==> src/hdl/assert_macros.svh <==
// Assertion macros shared by the heap queue RTL.
// Each macro samples on clk and is disabled while arst_n is low.
`ifndef ASSERT_MACROS_SVH
`define ASSERT_MACROS_SVH

// Property holds at every rising edge outside reset.
`define ASSERT_CLK(label, prop) \
	label: assert property (@(posedge clk) disable iff (!arst_n) (prop)) \
		else $error("assertion failed");

// Condition never holds at a rising edge outside reset.
`define ASSERT_NEVER(label, cond) \
	`ASSERT_CLK(label, !(cond))

`endif

==> src/hdl/bmhq_pkg.sv <==
// Package of the binary max-heap queue: payload structs, codes and
// controller/datapath command types. No dependencies.
`default_nettype none

package bmhq_pkg;

	// operation codes
	localparam logic CMD_INSERT = 1'b0;
	localparam logic CMD_REMOVE = 1'b1;

	// result status codes
	localparam logic [1:0] STS_DONE  = 2'd0;
	localparam logic [1:0] STS_FULL  = 2'd1;
	localparam logic [1:0] STS_EMPTY = 2'd2;

	localparam int CAP_W   = 9;
	localparam int OCC_W   = 9;
	localparam logic [CAP_W-1:0] CAP_RESET = 9'd256;

	typedef struct packed {
		logic        cmd;
		logic [15:0] key;
		logic [15:0] tag;
		logic [15:0] ref_req;
	} in_item_t;

	typedef struct packed {
		logic [1:0]       status;
		logic [15:0]      out_key;
		logic [15:0]      out_tag;
		logic [15:0]      out_ref;
		logic [OCC_W-1:0] occupancy;
	} out_item_t;

	// one heap entry as kept in the store
	typedef struct packed {
		logic [15:0] key;
		logic [15:0] tag;
		logic [15:0] handle;
	} entry_t;

	typedef enum logic [2:0] {
		RD_ROOT   = 3'd0,
		RD_LAST   = 3'd1,
		RD_PARENT = 3'd2,
		RD_LEFT   = 3'd3,
		RD_RIGHT  = 3'd4,
		RD_NLEFT  = 3'd5
	} rd_sel_t;

	typedef enum logic [1:0] {
		WR_NEW  = 2'd0,
		WR_RD   = 2'd1,
		WR_CAND = 2'd2,
		WR_X    = 2'd3
	} wr_sel_t;

	typedef enum logic [2:0] {
		IDX_HOLD   = 3'd0,
		IDX_COUNT  = 3'd1,
		IDX_ZERO   = 3'd2,
		IDX_PARENT = 3'd3,
		IDX_CAND   = 3'd4
	} idx_op_t;

	// controller to datapath
	typedef struct packed {
		logic       load_req;
		logic       rd_en;
		rd_sel_t    rd_sel;
		logic       wr_en;
		wr_sel_t    wr_sel;
		idx_op_t    idx_op;
		logic       cnt_inc;
		logic       cnt_dec;
		logic       res_set;
		logic [1:0] res_status;
		logic       cap_root;
		logic       cap_x;
		logic       cand_left;
		logic       cand_right;
		logic       load_out;
	} dp_cmd_t;

	// datapath to controller
	typedef struct packed {
		logic is_insert;
		logic full;
		logic empty;
		logic idx_zero;
		logic up_move;
		logic left_ok;
		logic right_ok;
		logic nleft_ok;
		logic cand_child;
	} dp_sts_t;

endpackage

`default_nettype wire

==> src/hdl/bmhq_ctrl.sv <==
// Controller of the heap queue: sequences insert sift-up and remove sift-down.
// Depends on bmhq_pkg and assert_macros.svh.
`default_nettype none
`include "assert_macros.svh"

module bmhq_ctrl
	import bmhq_pkg::*;
(
	input  wire logic    clk,
	input  wire logic    arst_n,
	input  wire logic    in_valid,
	output logic         in_stall,
	output logic         out_valid,
	input  wire logic    out_stall,
	input  wire dp_sts_t sts,
	output dp_cmd_t      cmd
);

	typedef enum logic [10:0] {
		S_IDLE   = 11'b000_0000_0001,
		S_DISP   = 11'b000_0000_0010,
		S_UP_CHK = 11'b000_0000_0100,
		S_UP_CMP = 11'b000_0000_1000,
		S_DN_LST = 11'b000_0001_0000,
		S_DN_X   = 11'b000_0010_0000,
		S_DN_L   = 11'b000_0100_0000,
		S_DN_R   = 11'b000_1000_0000,
		S_DN_MV  = 11'b001_0000_0000,
		S_DN_FIN = 11'b010_0000_0000,
		S_DONE   = 11'b100_0000_0000
	} state_t;

	state_t state_q;
	state_t state_d;
	logic   out_valid_q;
	logic   out_free;

	assign in_stall  = (state_q != S_IDLE);
	assign out_valid = out_valid_q;
	assign out_free  = !out_valid_q || !out_stall;

	// next state and datapath commands
	always_comb begin
		state_d = state_q;
		cmd     = '0;
		case (state_q)
			S_IDLE: begin
				if (in_valid) begin
					cmd.load_req = 1'b1;
					state_d      = S_DISP;
				end
			end
			S_DISP: begin
				cmd.res_set = 1'b1;
				if (sts.is_insert) begin
					if (sts.full) begin
						cmd.res_status = STS_FULL;
						state_d        = S_DONE;
					end else begin
						cmd.res_status = STS_DONE;
						cmd.idx_op     = IDX_COUNT;
						cmd.cnt_inc    = 1'b1;
						state_d        = S_UP_CHK;
					end
				end else begin
					if (sts.empty) begin
						cmd.res_status = STS_EMPTY;
						state_d        = S_DONE;
					end else begin
						cmd.res_status = STS_DONE;
						cmd.rd_en      = 1'b1;
						cmd.rd_sel     = RD_ROOT;
						cmd.idx_op     = IDX_ZERO;
						cmd.cnt_dec    = 1'b1;
						state_d        = S_DN_LST;
					end
				end
			end
			S_UP_CHK: begin
				if (sts.idx_zero) begin
					cmd.wr_en  = 1'b1;
					cmd.wr_sel = WR_NEW;
					state_d    = S_DONE;
				end else begin
					cmd.rd_en  = 1'b1;
					cmd.rd_sel = RD_PARENT;
					state_d    = S_UP_CMP;
				end
			end
			S_UP_CMP: begin
				cmd.wr_en = 1'b1;
				if (sts.up_move) begin
					cmd.wr_sel = WR_RD;
					cmd.idx_op = IDX_PARENT;
					state_d    = S_UP_CHK;
				end else begin
					cmd.wr_sel = WR_NEW;
					state_d    = S_DONE;
				end
			end
			S_DN_LST: begin
				cmd.cap_root = 1'b1;
				cmd.rd_en    = 1'b1;
				cmd.rd_sel   = RD_LAST;
				state_d      = S_DN_X;
			end
			S_DN_X: begin
				cmd.cap_x = 1'b1;
				if (sts.left_ok) begin
					cmd.rd_en  = 1'b1;
					cmd.rd_sel = RD_LEFT;
					state_d    = S_DN_L;
				end else if (!sts.empty) begin
					state_d = S_DN_FIN;
				end else begin
					state_d = S_DONE;
				end
			end
			S_DN_L: begin
				cmd.cand_left = 1'b1;
				if (sts.right_ok) begin
					cmd.rd_en  = 1'b1;
					cmd.rd_sel = RD_RIGHT;
					state_d    = S_DN_R;
				end else begin
					state_d = S_DN_MV;
				end
			end
			S_DN_R: begin
				cmd.cand_right = 1'b1;
				state_d        = S_DN_MV;
			end
			S_DN_MV: begin
				cmd.wr_en = 1'b1;
				if (sts.cand_child) begin
					cmd.wr_sel = WR_CAND;
					cmd.idx_op = IDX_CAND;
					if (sts.nleft_ok) begin
						cmd.rd_en  = 1'b1;
						cmd.rd_sel = RD_NLEFT;
						state_d    = S_DN_L;
					end else begin
						state_d = S_DN_FIN;
					end
				end else begin
					cmd.wr_sel = WR_X;
					state_d    = S_DONE;
				end
			end
			S_DN_FIN: begin
				cmd.wr_en  = 1'b1;
				cmd.wr_sel = WR_X;
				state_d    = S_DONE;
			end
			S_DONE: begin
				if (out_free) begin
					cmd.load_out = 1'b1;
					state_d      = S_IDLE;
				end
			end
			default: begin
				state_d = S_IDLE;
			end
		endcase
	end

	// state register
	always_ff @(posedge clk or negedge arst_n) begin
		if (!arst_n) begin
			state_q <= S_IDLE;
		end else begin
			state_q <= state_d;
		end
	end

	// hold the result valid until the receiver takes it
	always_ff @(posedge clk or negedge arst_n) begin
		if (!arst_n) begin
			out_valid_q <= 1'b0;
		end else if (cmd.load_out) begin
			out_valid_q <= 1'b1;
		end else if (!out_stall) begin
			out_valid_q <= 1'b0;
		end
	end

	`ASSERT_CLK(a_result_from_done, $rose(out_valid_q) |-> $past(state_q == S_DONE))
	`ASSERT_CLK(a_done_waits, (state_q == S_DONE && out_valid_q && out_stall) |=> state_q == S_DONE)
	`ASSERT_CLK(a_accept_dispatch, (in_valid && !in_stall) |=> state_q == S_DISP)

endmodule

`default_nettype wire

==> config.mk <==
export PLATFORM = sky130hd
export DESIGN_NAME = bmhq_ctrl
export DESIGN_NICKNAME = d
export VERILOG_FILES = /design/src/hdl/bmhq_pkg.sv /design/src/hdl/bmhq_ctrl.sv
export VERILOG_INCLUDE_DIRS = /design/src /design/src/hdl
export SDC_FILE = /design/constraint.sdc
export NUM_CORES = 1
export LEC_CHECK = 0
export ABC_AREA = 1
export BUFFER_PORTS_ARGS = -buffer_cell sky130_fd_sc_hd__buf_2
export CAP_MARGIN = 20
export CORE_ASPECT_RATIO = 0.8
export CORE_MARGIN = 5
export CORE_UTILIZATION = 46
export CTS_CLUSTER_SIZE = 12
export DETAILED_ROUTE_END_ITERATION = 16
export PLACE_DENSITY = 0.75
export SLEW_MARGIN = 20
export SYNTH_ARGS = -nofsm -noshare
export SYNTH_HDL_FRONTEND = slang
export SYNTH_SLANG_ARGS = --single-unit
==> constraint.sdc <==
create_clock -name clk -period 1.8 [get_ports clk]
set_input_delay 0.36 -clock clk [delete_from_list [all_inputs] [get_ports clk]]
set_output_delay 0.36 -clock clk [all_outputs]
set_load 0.005 [all_outputs]
* Word level (Yosys, flattened, before mapping)
Cells that the tools add are included.
** Storage, ports and cells
- Bits in registers :: 12
- Input port bits :: 13
- Output and inout port bits :: 23
- Word-level logic and storage cells :: 69
** Cells by class
- Equality and inequality tests :: 15
- Mux-type cells :: 48
- Reduce and logical (&&, ||, !) cells :: 4
** Operator list (number)
- $pmux W11 S11 :: 1
- $mux W11 :: 10
- $mux W4 :: 7
- $pmux W4 S6 :: 1
- $mux W1 :: 16
- $pmux W3 S4 :: 1
- $eq A11 B1 Y1 const B :: 1
- $eq A11 B10 Y1 const B :: 1
- $eq A11 B11 Y1 const B :: 1
- $eq A11 B2 Y1 const B :: 1
- $eq A11 B3 Y1 const B :: 1
- $eq A11 B4 Y1 const B :: 1
- $eq A11 B5 Y1 const B :: 1
- $eq A11 B6 Y1 const B :: 1
- $eq A11 B7 Y1 const B :: 1
- $eq A11 B8 Y1 const B :: 1
- $eq A11 B9 Y1 const B :: 1
- $ne A11 B1 Y1 const B :: 1
- $mux W10 :: 1
- $mux W2 :: 5
- $mux W3 :: 3
- $mux W9 :: 1
- $pmux W3 S3 :: 1
- $mux W5 :: 1
- 5 further kinds :: 7

* Longest topological paths before layout
- Word-level depth :: 5
- Gate-level depth with buffers :: 9
- Gate-level depth less buffers :: 9

* Least setup slack after synthesis
Ideal clock, no wire load.
- Path type :: register -> output
- Start point :: register state_q[9]
- End point :: output cmd[10] (netlist bit)
- Data arrival time :: 1163 ps
- Data required time :: 1440 ps
- Slack :: 277 ps
- Stages on the path, launching flop included :: 8
- Path buffers :: 0
- Cell sequence :: dfrtp_1 nor2_4 nand2_4 nor2_8 nand2_4 nor2_1 inv_1 o21ai_0
** RTL lines
- start, declared :: line bmhq_ctrl.sv:33 : state_t state_q;
- start signal, assigned :: line bmhq_ctrl.sv:172 : state_q <= state_d;
- end, declared :: line bmhq_ctrl.sv:16 : output dp_cmd_t cmd

==> run metrics <==
relative slew slack 73.9%; CTS Root Cell clkbuf_4; ant diodes 0; Final Hold Fails 0; GR Util All Layers 22.7%; crit path max fanout 4; Seq cells post-synth 12; drt drc 0; hold-critical path depth 2; synth unique cells 20; Pins Over Slew Limit 0; FMAX 485 MHz; CTS tree done; Worst Skew 0.00893 ns; Post-Syn Area 861 µm²; non-filler cells in the finished layout 213; most common cell after layout, fill and taps aside buf_2; starting density of the core 46.8%; via-per-instance ratio roughly 5.4; dpl hpwl 1.86 mm; Synth Net Count 140; initial antenna violation count 0; first-pass GRT wire length 4.89 mm; worst skew pair latency 0.29 ns; Die W 58.4 µm; RSZ-0062 raised after global routing true; CP endpoint kind output pin; Final min period around 2.1 ns; Fillers 107; TNS Setup -3.44 ns; Final Wtd Congestion 0.905; crit share post-route 115%; initial drt markers 63; DP Cell Count 187; crit path DAT between 1.5 and 2 ns; pre-CTS WS 0.0701 ns; Max-cap violations 0; # nets final 203; Max clock buf depth 2; maximum vdd drop approximately 0.61 mV; register area share after synthesis 35.0%; Final WS setup -0.263 ns; PortBufs 35; Pre-antenna DRT Iters 6; drt wl/cell 15.9 µm; die area 0.00284 mm²; status finished with violations; area grow syn2layout 74.4%; worst hold path type in -> reg; hold slack 0.295 ns; Cells after Synth 127; Critical Path RT 1.44 ns; most frequent cells in the layout 30 x buf_2, 21 x inv_1, 16 x nand2_1, 15 x buf_4, 14 x nor2_1; pin count of the biggest net entering global routing 13; # IOs 36; failing checks setup timing; Final ANT Viol Nets 0; Core Rows 14; YS warnings 0; Placeable Area 0.00184 mm²; critical path class reg -> out; Power Density just under 900 mW/mm²; Vias 1153; P_leak 0.929 nW; Worst Max-Slew Pin Slew 0.389 ns; vias in the first global route ~1100; number of buffers created by CTS 3; clock sinks 12; total grt overflow 0; layout cells sized above 1 between 50% and 60%; chip height 48.7 µm; Avg Synthesized Cell Area 6.78 µm²; clock slew at reported path FFs 0.08 ns; total power 0.00133 W; reg2reg path depth 12; final WL ~3.4 mm; # setup viols final 22; H-Tree Depth 1; critical path startpoint category register
where the power goes:
part	switching, W	internal, W
clock network	0.0000978	0.0000862
registers	0.0000371	0.000309
logic	0.000422	0.000379
flip-flops by register name, summed over array words and instances (netlist names):
| name | flops |
|---|---|
| out_valid | 1 |
| state_q | 11 |
critical path: stages, from the launching register on:
cell      delay (ns)
dfrtp_1         0.44
nor2_2          0.18
nand2_4         0.10
nor2_8          0.15
nand2_4         0.10
nor2_4          0.16
nand2_4         0.07
nand3b_1        0.08
buf_2           0.11
cells by family (layout without fill, tap and decap cells):
kind of cell | count (synthesis) | in the layout | share of synthesized area [%]
flip-flops | 12 | 12 | 35.0
buffers and inverters | 28 | 90 | 12.2
AO/OA/AOI/OAI | 12 | 12 | 9.01
AND/OR/NAND/NOR | 75 | 75 | 43.7
cell type report:
class	instances	area, µm²	share of cell area (%)
Tap cell	24	30.0	2.00
Timing Repair Buffer	58	417	27.8
Multi-Input combinational cell	87	622	41.4
Sequential cell	12	302	20.1
Clock buffer	4	26.3	1.75
Inverter	28	105	7.00
metal layers:
layer | wire length [µm] | GRT usage [%]
met1 | 1190 | 23.8
met2 | 1700 | 39.2
met3 | 335 | 6.91
met4 | 153 | 12.7
met5 | 0 | 0
metrics by stage:
| stage | util (%) | area (µm²) |
|---|---|---|
| after floorplan | - | 861 |
| after global placement | 58.4 | 1070 |
| after detailed placement | 58.4 | 1070 |
| after CTS | 73.5 | 1350 |
| after global routing | 81.6 | 1500 |
| final | 81.6 | 1500 |
synth_stat cells:
master / instances / share of area [%]
nand4_2: 1 / 1.5
nor2_2: 2 / 1.5
a21oi_1: 2 / 1.2
inv_2: 1 / 0.44
inv_1: 27 / 12
o21ai_0: 5 / 2.9
o32ai_1: 1 / 1.0
a21boi_0: 1 / 0.87
nor3_1: 6 / 3.5
o21ai_2: 3 / 3.1
nand3_1: 8 / 4.7
dfstp_2: 1 / 3.1
nand2_2: 4 / 2.9
nand2_1: 25 / 11
nor2_4: 2 / 2.6
nand3b_1: 2 / 1.7
nor2_8: 1 / 2.3
nand2_4: 2 / 2.6
nor2_1: 22 / 9.6
dfrtp_1: 11 / 32
timing repair:
item / CTS / global route
pin swaps: 13 / 14
endpoints found under the hold margin: 11 / 0
gates cloned: 0 / 0
endpoints found under the setup margin: 18 / 23
hold buffers: 1 / 0
setup buffers: 15 / 9
gates resized for setup: 31 / 28
final timing paths:
path | startpoint | end | slack (ns)
min | sts[5] | state_q[3]$_DFFE_PN0P_ | 0.30
min in group asynchronous | arst_n | state_q[6]$_DFFE_PN0P_ | 0.48
max | state_q[6]$_DFFE_PN0P_ | cmd[19] | -0.26
max in group asynchronous | arst_n | state_q[0]$_DFFE_PN1P_ | 1.04
max reg2reg | state_q[6]$_DFFE_PN0P_ | state_q[0]$_DFFE_PN1P_ | 0.03
min reg2reg | out_valid$_DFFE_PN0P_ | out_valid$_DFFE_PN0P_ | 0.54
Note: power is estimated with default switching activity, not from simulation.
